===== src/rtl/core/wmm_pkg.sv =====
// Shared types and constants for the window mean and mode block.
// Used by every module under rtl/core; depends on nothing else.
package wmm_pkg;

  localparam int SAMPLE_W  = 8;
  localparam int WLEN_W    = 9;
  localparam int CFG_IDX_W = 2;
  localparam int HIST_BINS = 256;

  // Configuration register indexes
  localparam logic [CFG_IDX_W-1:0] REG_MIN_VALID  = 2'd0;
  localparam logic [CFG_IDX_W-1:0] REG_MAX_VALID  = 2'd1;
  localparam logic [CFG_IDX_W-1:0] REG_WINDOW_LEN = 2'd2;

  // Configuration reset values
  localparam logic [SAMPLE_W-1:0] MIN_VALID_RESET  = 8'd20;
  localparam logic [SAMPLE_W-1:0] MAX_VALID_RESET  = 8'd240;
  localparam logic [WLEN_W-1:0]   WINDOW_LEN_RESET = 9'd256;

  // Request function codes
  localparam logic FUNC_PUSH  = 1'b0;
  localparam logic FUNC_CLEAR = 1'b1;

  typedef struct packed {
    logic                func;
    logic [SAMPLE_W-1:0] sample;
  } req_t;

  typedef struct packed {
    logic [SAMPLE_W-1:0] mean_rate;
    logic [SAMPLE_W-1:0] mode_rate;
  } rsp_t;

  // Commands from the controller to the datapath
  typedef struct packed {
    logic accept;      // request transfer this cycle
    logic setup;       // load window size and read pointer
    logic scan_start;  // start histogram scan and mean division
    logic load_rsp;    // capture result into the output register
  } dp_cmd_t;

  // Status from the datapath to the controller
  typedef struct packed {
    logic rb_busy;     // histogram rebuild still running
    logic scan_busy;   // mode scan still running
    logic div_busy;    // mean division still running
    logic rsp_free;    // output register can take a result
  } dp_status_t;

endpackage


===== src/rtl/core/wmm_ctrl.sv =====
// Controller state machine sequencing accept, rebuild, scan and result.
// Depends on wmm_pkg for the command and status structs.
module wmm_ctrl (
  input  logic                clk,
  input  logic                rst,
  input  logic                req_valid,
  output logic                req_stall,
  output wmm_pkg::dp_cmd_t    cmd,
  input  wmm_pkg::dp_status_t st
);
  import wmm_pkg::*;

  localparam logic [2:0] S_IDLE    = 3'd0;
  localparam logic [2:0] S_SETUP   = 3'd1;
  localparam logic [2:0] S_REBUILD = 3'd2;
  localparam logic [2:0] S_SCAN    = 3'd3;
  localparam logic [2:0] S_RESULT  = 3'd4;

  logic [2:0] state;
  logic [2:0] state_next;

  assign req_stall = (state != S_IDLE);

  // Next state and commands
  always_comb begin
    state_next = state;
    cmd        = '0;
    case (state)
      S_IDLE: begin
        if (req_valid) begin
          cmd.accept = 1'b1;
          state_next = S_SETUP;
        end
      end
      S_SETUP: begin
        cmd.setup  = 1'b1;
        state_next = S_REBUILD;
      end
      S_REBUILD: begin
        if (!st.rb_busy) begin
          cmd.scan_start = 1'b1;
          state_next     = S_SCAN;
        end
      end
      S_SCAN: begin
        if (!st.scan_busy && !st.div_busy) begin
          state_next = S_RESULT;
        end
      end
      S_RESULT: begin
        if (st.rsp_free) begin
          cmd.load_rsp = 1'b1;
          state_next   = S_IDLE;
        end
      end
      default: begin
        state_next = S_IDLE;
      end
    endcase
  end

  always_ff @(posedge clk) begin
    if (rst) begin
      state <= S_IDLE;
    end else begin
      state <= state_next;
    end
  end

endmodule


===== config.mk =====
export PLATFORM = sky130hd
export DESIGN_NAME = wmm_ctrl
export DESIGN_NICKNAME = d
export VERILOG_FILES = /design/src/rtl/core/wmm_pkg.sv /design/src/rtl/core/wmm_ctrl.sv
export SDC_FILE = /design/constraint.sdc
export NUM_CORES = 1
export LEC_CHECK = 0
export BUFFER_PORTS_ARGS = -buffer_cell sky130_fd_sc_hd__clkbuf_2
export CORE_AREA = 2 2 39 41
export CTS_CLUSTER_DIAMETER = 50
export DETAILED_ROUTE_END_ITERATION = 10
export DIE_AREA = 0 0 41 43
export GPL_TIMING_DRIVEN = 0
export PLACE_DENSITY = 0.47
export SLEW_MARGIN = 40
export SYNTH_ARGS = -nofsm -noshare
export SYNTH_HDL_FRONTEND = slang
export SYNTH_SLANG_ARGS = --single-unit

===== constraint.sdc =====
create_clock -name clk -period 2.2 [get_ports clk]
set_input_delay 0.22 -clock clk [delete_from_list [all_inputs] [get_ports clk]]
set_output_delay 0.22 -clock clk [all_outputs]
set_load 0.05 [all_outputs]

# After elaboration in Yosys (flattened, before gate mapping)
# Cells that the tools add are included.
dict set report classes {
  n_mul 0
  n_eq_ne 8
  shifts 0
  n_addsub 0
  bitwise_logic 0
  order_cmp 0
  reduce_logical 6
  mux 12
  div_mod_pow 0
}
# operator count
set ops {}
lappend ops {{$pmux 3 s5} 1}
lappend ops {{$mux 3} 4}
lappend ops {{$ne 2x2->1 const B} 4}
lappend ops {{$mux 1} 7}
lappend ops {{$eq 3x2->1 const B} 2}
lappend ops {{$reduce_and 4->1} 1}
lappend ops {{$eq 3x1->1 const B} 1}
lappend ops {{$eq 3x3->1 const B} 1}
lappend ops {{$logic_not 3->1} 1}
lappend ops {{$reduce_bool 3->1} 1}
lappend ops {{$logic_not 1->1} 2}
lappend ops {{$logic_and 1x1->1} 1}
dict set report word_totals {
  latchBits 0
  mem_bits_rw 0
  in_bits 7
  reg_bits 3
  romBits 0
  mem_count 0
}

# Longest topological paths before layout
# Gate-level depths: netlist of run 1.
dict set report depth {
  ltp_word 4
  ltp_mapped 4
}

# Worst setup path after synthesis of run 1
# Ideal clock, no wire load.
dict set report synth_path {
  path_type {register to output}
  from {register state[1]}
  to {output cmd[1] (netlist name)}
  n_path_buf 1
  stages_incl_launch_ff 3
  path_slack_ns -0.099
  arrival_ns 2.079
  cell_sequence {dfxtp_1 clkbuf_2 nor4b_1}
}
# element line_no
set synth_lines {}
lappend synth_lines {{from (decl)} wmm_ctrl.sv:19} ;# logic [2:0] state;
lappend synth_lines {{from (signal assigned)} wmm_ctrl.sv:66} ;# state <= state_next;
lappend synth_lines {{to (decl)} wmm_ctrl.sv:8} ;# output wmm_pkg::dp_cmd_t cmd,

==> results of run 1 <==
-- cell type report --
type | count | area [um^2] | share of cell area
Sequential cell | 3 | 60.1 | 0.198
Inverter | 1 | 3.75 | 0.0124
Buffer | 2 | 16.3 | 0.0537
Timing Repair Buffer | 11 | 55.1 | 0.182
Multi-Input combinational cell | 17 | 121 | 0.401
Clock buffer | 4 | 26.3 | 0.0868
Tap cell | 16 | 20.0 | 0.0661
-- metrics by stage --
step	hold WS (ns)	instance area [um^2]
CTS	0.204	303
floorplan	0.289	201
finish	0.205	303
global route	0.207	303
detailed placement	0.449	277
global placement	0.441	277
-- worst reg2reg max path, cell delays in order (launching register included) --
cell and delay (ns):
dfxtp_1 0.29, clkbuf_2 0.15, nor2_1 0.18, nand3b_1 0.10, a21oi_1 0.14
-- layout by cell type (no fill, tap or decap), drive strengths merged, types with 2 or more instances in the layout --
master | synthesis | layout
and3 | 2 | 2
clkbuf | 1 | 16
dfxtp | 3 | 3
nor2 | 3 | 3
nor4 | 2 | 2
-- metal layers --
layer	vias to the layer above	global-route usage	share of wire
met1	94	0.0833	0.55
met4	0	0.0200	0
met3	0	0.0314	0.045
li1	116	-	-
met5	-	0	0
met2	6	0.0719	0.40
-- kinds of logic (layout without fill, tap and decap cells) --
| logic type | Yosys count | in the layout | share of synthesized area |
|---|---|---|---|
| AOI/OAI and AO/OA | 2 | 2 | 0.0641 |
| buffers and inverters | 3 | 18 | 0.103 |
| and+or+nand+nor | 14 | 14 | 0.474 |
| muxes | 1 | 1 | 0.0513 |
| DFF | 3 | 3 | 0.308 |
-- power by group --
group | total, uW | internal (uW) | switching (uW)
clock network | 96.7 | 68.0 | 28.7
logic | 68.7 | 22.1 | 46.6
registers | 63.1 | 58.6 | 4.55
total | 229 | 149 | 79.8
-- worst max-delay path by stage --
stage / to
4_1_cts: cmd[3]
2_1_floorplan: cmd[2]
5_1_grt: cmd[3]
3_5_place_dp: cmd[3]
6_report: cmd[3]
3_3_place_gp: cmd[3]
==> results_dict.tcl, run 1 <==
set metrics [dict create \
    synth.top_cells.by_area "dfxtp_1, nor4_1, buf_6, or3_4, mux2i_1" \
    synth-seq-area-share 0.308 \
    synth_edf_count 0 \
    clkTransAtPathRegs_ns 0.04 \
    io_buffers 11 \
    min_period_ns 1.61 \
    clkLatencyLatePin_ns 0.23 \
    wl_per_cell_um 9.11 \
    yosysTopAreaCellShare 0.308 \
    slew_headroom 0.816 \
    rr_endpoint "state[2]$_SDFFE_PP0P_" \
    crit_buf_inv 2 \
    cts.sinks 3 \
    grt_pass1_vias 176 \
    numCtsBuffers 3 \
    drt_iter0_markers 4 \
    largest_register "state" \
    period_share 0.733 \
    fp-row-count 14 \
    dieArea_mm2 0.00176 \
    cpPeakStageDelay_ns 0.39 \
    worst_pin_slew_ns 0.275 \
    cp_top_family "simple AND/OR/NAND/NOR gates" \
    avgSynthCellArea_um2 8.49 \
    holdCritPathClass "in -> reg" \
    setup.worst_path.start "state[2]$_SDFFE_PP0P_" \
    drive_gt1_frac 0.526 \
    drc_errors 0 \
    die_x_um 41 \
    final-instance-count-excl-fill 54 \
    syn_area_um2 195 \
    yosys_register_bits 3 \
    critPathCaptureType "output port" \
    cts_tree "done" \
    area_growth_pct 55.1 \
    vias 216 \
    ioPinCount 12 \
    via_per_inst 4.00 \
    top_regs "state: 3 flops" \
    dr.pass1.iters 2 \
    grt_pass1_wl_um 696 \
    drv_cap 0 \
    cp_slowest_cell "or3_4" \
    synth_top_flop_cell "dfxtp_1" \
    hold_viol_final 0 \
    antenna_found_initial 0 \
    max_freq_mhz 620 \
    leakage_uw 0.000147 \
    diodes 0 \
    finalNetCount 46 \
    fillers 161 \
    post-place-ws_ns 0.829 \
    async_flop_share 0 \
    r2r_slack_ns 1.27 \
    cp.required_ns 1.98 \
    cellPowerDensity_mw_per_mm2 755 \
    fin_util 0.219 \
    htree_levels 1 \
    syn_inst 23 \
    status "finished, final reports clean" \
    min_to "state[2]$_SDFFE_PP0P_" \
    peakVddDrop_mv 0.164 \
    yosys.cell_count.top_type "dfxtp_1" \
    slew_violations 0 \
    clockBufferDepth 2 \
    finalWirelength_um 492 \
    gp_congestion 0.642 \
    synth_nets 30 \
    synth_area_leader_cell "dfxtp_1" \
    track_usage 0.0582 \
    hold_path_depth 2 \
    cp_cell_sequence "buf_6, or3_4, nor2_2, clkbuf_2" \
    cts-root-buf "clkbuf_4" \
    overflow 0 \
    worstPathMaxFanout 9 \
    yosysUniqueCellTypes 19 \
    dp_hpwl_um 356 \
    yosysWarnings 0 \
    cp.depth 4 \
    postLayoutSetupSlackWorst_ns 0.588 \
    largest_reg_flops 3 \
    start_util 0.141 \
    cts_setup_buffers 0 \
    ant_nets 0 \
    crit_type "reg -> out" \
    tns_ns 0 \
    cts_resized 0 \
    crit_arrival_ns 1.39 \
    r2r-start "state[1]$_SDFFE_PP0P_" \
    rsz0062_at_grt "false" \
    holdBufCountCts 0 \
    dieHeight_um 43 \
    hold_path.startpoint "rst" \
    ys_top_cells_by_count "dfxtp_1, nor2_1, nor4_1" \
    reg2reg_depth 4 \
    coreArea_mm2 0.00138 \
    setup_viol 0 \
    power_uw 229 \
    dp_cells 50 \
    fin_skew_ns 0.000940 \
    startpoint_type "register" \
    grt_max_degree 10 \
]
Power figures use the tool's default switching activity.
==> run 2, diff against run 1 <==
- clock period: 2.2 -> 1.65 ns (I/O delays scaled with it)
==> run 2 against run 1 <==
Effect of this change: clock power grew 33%; routed wire length shrank 7.5%; global-route usage grew 1.0 points; first-iteration DRC count grew 75%; largest cell class unchanged; largest power group unchanged; highest routed layer unchanged.
==> results_dict.tcl, run 2 (synthesis gave the netlist of run 1 again) <==
set metrics [dict create \
    status "finished, final reports clean" \
    power_uw 304 \
    r2r_slack_ns 0.71 \
    grt_pass1_wl_um 779 \
    grt_pass1_vias 200 \
    final_common_cell "clkbuf_2" \
    max_freq_mhz 640 \
    cellPowerDensity_mw_per_mm2 989 \
    cp_cell_sequence "buf_6, or3_4, nor2_2, clkbuf_2" \
    startpoint_type "register" \
    largest_register "state" \
    io_buffers 11 \
    dieArea_mm2 0.00176 \
    critPathCaptureType "output port" \
    fillers 157 \
    cp_slowest_cell "or3_4" \
    cts.sinks 3 \
    hold_viol_final 0 \
    drt_iter0_markers 7 \
    period_share 0.946 \
    drv_cap 0 \
    fp-row-count 14 \
    holdBufCountCts 0 \
    setup_viol 0 \
    slew_headroom 0.817 \
    drc_errors 0 \
    grt_max_degree 10 \
    area_growth_pct 57.7 \
    fin_skew_ns 0.00184 \
    cp.depth 4 \
    crit_buf_inv 2 \
    cpPeakStageDelay_ns 0.39 \
    start_util 0.141 \
    drive_gt1_frac 0.553 \
    coreArea_mm2 0.00138 \
    post-place-ws_ns 0.334 \
    track_usage 0.0681 \
    peakVddDrop_mv 0.360 \
    cts_setup_buffers 0 \
    p_switching_uw 105 \
    worstPathMaxFanout 9 \
    critPathCapture "cmd[3]" \
    tns_ns 0 \
    worst_pin_slew_ns 0.276 \
    min_period_ns 1.56 \
    clkTransAtPathRegs_ns 0.04 \
    crit_type "reg -> out" \
    layout_common_cells "clkbuf_2, clkbuf_4, dfxtp_1" \
    sw_frac_of_total 0.346 \
    slew_violations 0 \
    clockBufferDepth 2 \
    overflow 0 \
    vias 211 \
    dieHeight_um 43 \
    dr.pass1.iters 4 \
    holdCritPathClass "in -> reg" \
    setup.worst_path.start "state[2]$_SDFFE_PP0P_" \
    finalNetCount 46 \
    reg2reg_depth 4 \
    diodes 0 \
    finalWirelength_um 455 \
    crit_arrival_ns 1.40 \
    hold_ws_ns 0.147 \
    cts_resized 0 \
    cp.required_ns 1.48 \
    r2r-start "state[1]$_SDFFE_PP0P_" \
    rr_endpoint "state[2]$_SDFFE_PP0P_" \
    rsz0062_at_grt "false" \
    largest_reg_flops 3 \
    ioPinCount 12 \
    gp_congestion 0.685 \
    clkPwrFrac 0.424 \
    numCtsBuffers 3 \
    ant_nets 0 \
    cp_top_family "simple AND/OR/NAND/NOR gates" \
    clkLatencyLatePin_ns 0.23 \
    via_per_inst 3.91 \
    top_regs "state: 3 flops" \
    antenna_found_initial 0 \
    die_x_um 41 \
    wl_per_cell_um 8.43 \
    htree_levels 1 \
    comb_power_share 0.302 \
    internal_power_uw 199 \
    cts_tree "done" \
    pwr-share-seq 0.275 \
    postLayoutSetupSlackWorst_ns 0.0887 \
    leakage_uw 0.000151 \
    cts-root-buf "clkbuf_4" \
]
-- run 2: power groups by stage --
stage / registers [uW] / clock network, uW / logic [uW]
2_1_floorplan: 83.3 / 0 / 71.9
3_3_place_gp: 84.6 / 0 / 92.7
3_5_place_dp: 84.7 / 0 / 92.8
4_1_cts: 83.5 / 137 / 92.7
5_1_grt: 84.2 / 140 / 99.0
6_report: 83.6 / 129 / 91.8
-- run 2: worst min-delay path by stage --
| stage | endpoint | slack [ns] | depth (start not counted) | start |
|---|---|---|---|---|
| finish | state[2]$_SDFFE_PP0P_ | 0.15 | 2 | rst |
| global route | state[2]$_SDFFE_PP0P_ | 0.16 | 2 | rst |
| CTS | state[2]$_SDFFE_PP0P_ | 0.14 | 2 | rst |
| detailed placement | state[2]$_SDFFE_PP0P_ | 0.38 | 2 | rst |
| global placement | state[2]$_SDFFE_PP0P_ | 0.39 | 2 | rst |
| floorplan | state[2]$_SDFFE_PP0P_ | 0.23 | 1 | rst |
-- run 2: layout make-up --
class                      instances  area, um^2  share of cell area
multi-input combinational         17         126               0.411
sequential                         3        60.1               0.195
timing repair buffer              11        55.1               0.179
clock buffer                       4        26.3              0.0854
tap                               16        20.0              0.0650
buffer                             2        16.3              0.0528
inverter                           1        3.75              0.0122
-- run 2: per-layer routing --
layer | track usage | vias to the layer above | part of all wire
met5 | 0 | - | 0
met3 | 0.0471 | 0 | 0.062
met1 | 0.0990 | 88 | 0.51
li1 | - | 115 | -
met4 | 0.0400 | 0 | 0
met2 | 0.0688 | 8 | 0.43
-- run 2: stage by stage --
step	instances	util	instance area (um^2)
floorplan	23	-	206
global placement	50	0.203	282
detailed placement	50	0.203	282
CTS	54	0.222	308
global route	54	0.222	308
finish	54	0.222	308
==> run 3, diff against run 2 <==
- RECOVER_POWER: default -> 50
==> run 3 against run 2 <==
Effect of this change: routed wire length decreased by 0.66%; worst hold slack stayed put; register-to-register slack hardly changed; via count grew 0.47%; count of clock-buffer cells in the layout unchanged; critical endpoint unchanged; largest cell class unchanged.
==> results_dict.tcl, run 3 (synthesis gave the netlist of run 1 again) <==
set metrics [dict create \
    rsz0062_at_grt "false" \
    die_x_um 41 \
    ant_nets 0 \
    leakage_uw 0.000147 \
    clockBufferDepth 2 \
    worstPathMaxFanout 9 \
    top_regs "state: 3 flops" \
    gp_congestion 0.685 \
    finalNetCount 46 \
    slew_headroom 0.817 \
    diodes 0 \
    fin_skew_ns 0.00184 \
    max_freq_mhz 641 \
    pwr-share-seq 0.276 \
    internal_power_uw 198 \
    drc_errors 0 \
    sw_frac_of_total 0.346 \
    htree_levels 1 \
    start_util 0.141 \
    layout_common_cells "clkbuf_2, clkbuf_4, dfxtp_1" \
    finalWirelength_um 452 \
    cts_resized 0 \
    power_uw 303 \
    io_buffers 11 \
    largest_register "state" \
    startpoint_type "register" \
    cts-root-buf "clkbuf_4" \
    r2r_slack_ns 0.72 \
    ioPinCount 12 \
    clkLatencyLatePin_ns 0.23 \
    holdBufCountCts 0 \
    drv_cap 0 \
    comb_power_share 0.299 \
    cp.required_ns 1.48 \
    drt_iter0_markers 7 \
    wl_per_cell_um 8.37 \
    dieArea_mm2 0.00176 \
    period_share 0.946 \
    clkPwrFrac 0.425 \
    grt_pass1_vias 200 \
    min_period_ns 1.56 \
    critPathCaptureType "output port" \
    grt_max_degree 10 \
    grt_pass1_wl_um 779 \
    worst_pin_slew_ns 0.276 \
    hold_viol_final 0 \
    crit_arrival_ns 1.40 \
    cellPowerDensity_mw_per_mm2 1000 \
    overflow 0 \
    coreArea_mm2 0.00138 \
    r2r-start "state[1]$_SDFFE_PP0P_" \
    via_per_inst 3.93 \
    cts_tree "done" \
    final_cell_area_um2 303 \
    numCtsBuffers 3 \
    drive_gt1_frac 0.526 \
    peakVddDrop_mv 0.359 \
    cts.sinks 3 \
    fp-row-count 14 \
    antenna_found_initial 0 \
    cts_setup_buffers 0 \
    final_common_cell "clkbuf_2" \
    dieHeight_um 43 \
    slew_violations 0 \
    setup_viol 0 \
    post-place-ws_ns 0.334 \
    holdCritPathClass "in -> reg" \
    vias 212 \
    track_usage 0.0681 \
    p_switching_uw 105 \
    reg2reg_depth 4 \
    status "finished, final reports clean" \
    clkTransAtPathRegs_ns 0.04 \
    postLayoutSetupSlackWorst_ns 0.0897 \
    fin_util 0.219 \
    largest_reg_flops 3 \
    crit_type "reg -> out" \
    area_growth_pct 55.1 \
    hold_path.startpoint "rst" \
    tns_ns 0 \
    rr_endpoint "state[2]$_SDFFE_PP0P_" \
    placed_cell_area_um2 282 \
    dr.pass1.iters 4 \
    hold_path_depth 2 \
    min_to "state[2]$_SDFFE_PP0P_" \
]
run 3: cell types whose count changed in the layout (fill, tap and decap cells not counted):
cell,before,now
nor3b_1,0,1
nor3b_2,1,0
run 3: metal layers:
layer,part of all wire,GRT usage,vias up,wire length (um)
li1,-,-,115,-
met1,0.51,0.0990,89,229
met2,0.43,0.0688,8,193
met3,0.062,0.0471,0,28
met4,0,0.0400,0,0
met5,0,0,-,0
run 3: power by group through the flow:
stage | registers, uW | clock network [uW] | logic [uW]
2_1_floorplan | 83.3 | 0 | 71.9
3_3_place_gp | 84.6 | 0 | 92.7
3_5_place_dp | 84.7 | 0 | 92.8
4_1_cts | 83.5 | 137 | 92.7
5_1_grt | 84.2 | 140 | 97.9
6_report | 83.6 | 129 | 90.6
run 3: worst max-delay path by stage:
stage	start	slack, ns	endpoint
4_1_cts	state[2]$_SDFFE_PP0P_	0.07	cmd[3]
3_3_place_gp	state[2]$_SDFFE_PP0P_	0.34	cmd[3]
6_report	state[2]$_SDFFE_PP0P_	0.09	cmd[3]
3_5_place_dp	state[2]$_SDFFE_PP0P_	0.33	cmd[3]
5_1_grt	state[2]$_SDFFE_PP0P_	0.03	cmd[3]
2_1_floorplan	state[2]$_SDFFE_PP0P_	0.1	cmd[1]
run 3: through the flow:
step | cells | hold slack [ns]
floorplan | 23 | 0.234
global placement | 50 | 0.388
detailed placement | 50 | 0.381
CTS | 54 | 0.141
global route | 54 | 0.160
finish | 54 | 0.147
run 3: critical path: stages (launching register included):
cell and delay, ns:
dfxtp_1 0.30, buf_6 0.13, or3_4 0.39, nor2_2 0.08
clkbuf_2 0.27
run 3: cell type report:
cell class                      instances  area (um^2)
Inverter                                1         3.75
Sequential cell                         3         60.1
Buffer                                  2         16.3
Multi-Input combinational cell         17          121
Tap cell                               16         20.0
Timing Repair Buffer                   11         55.1
Fill cell                             158         1080
Clock buffer                            4         26.3
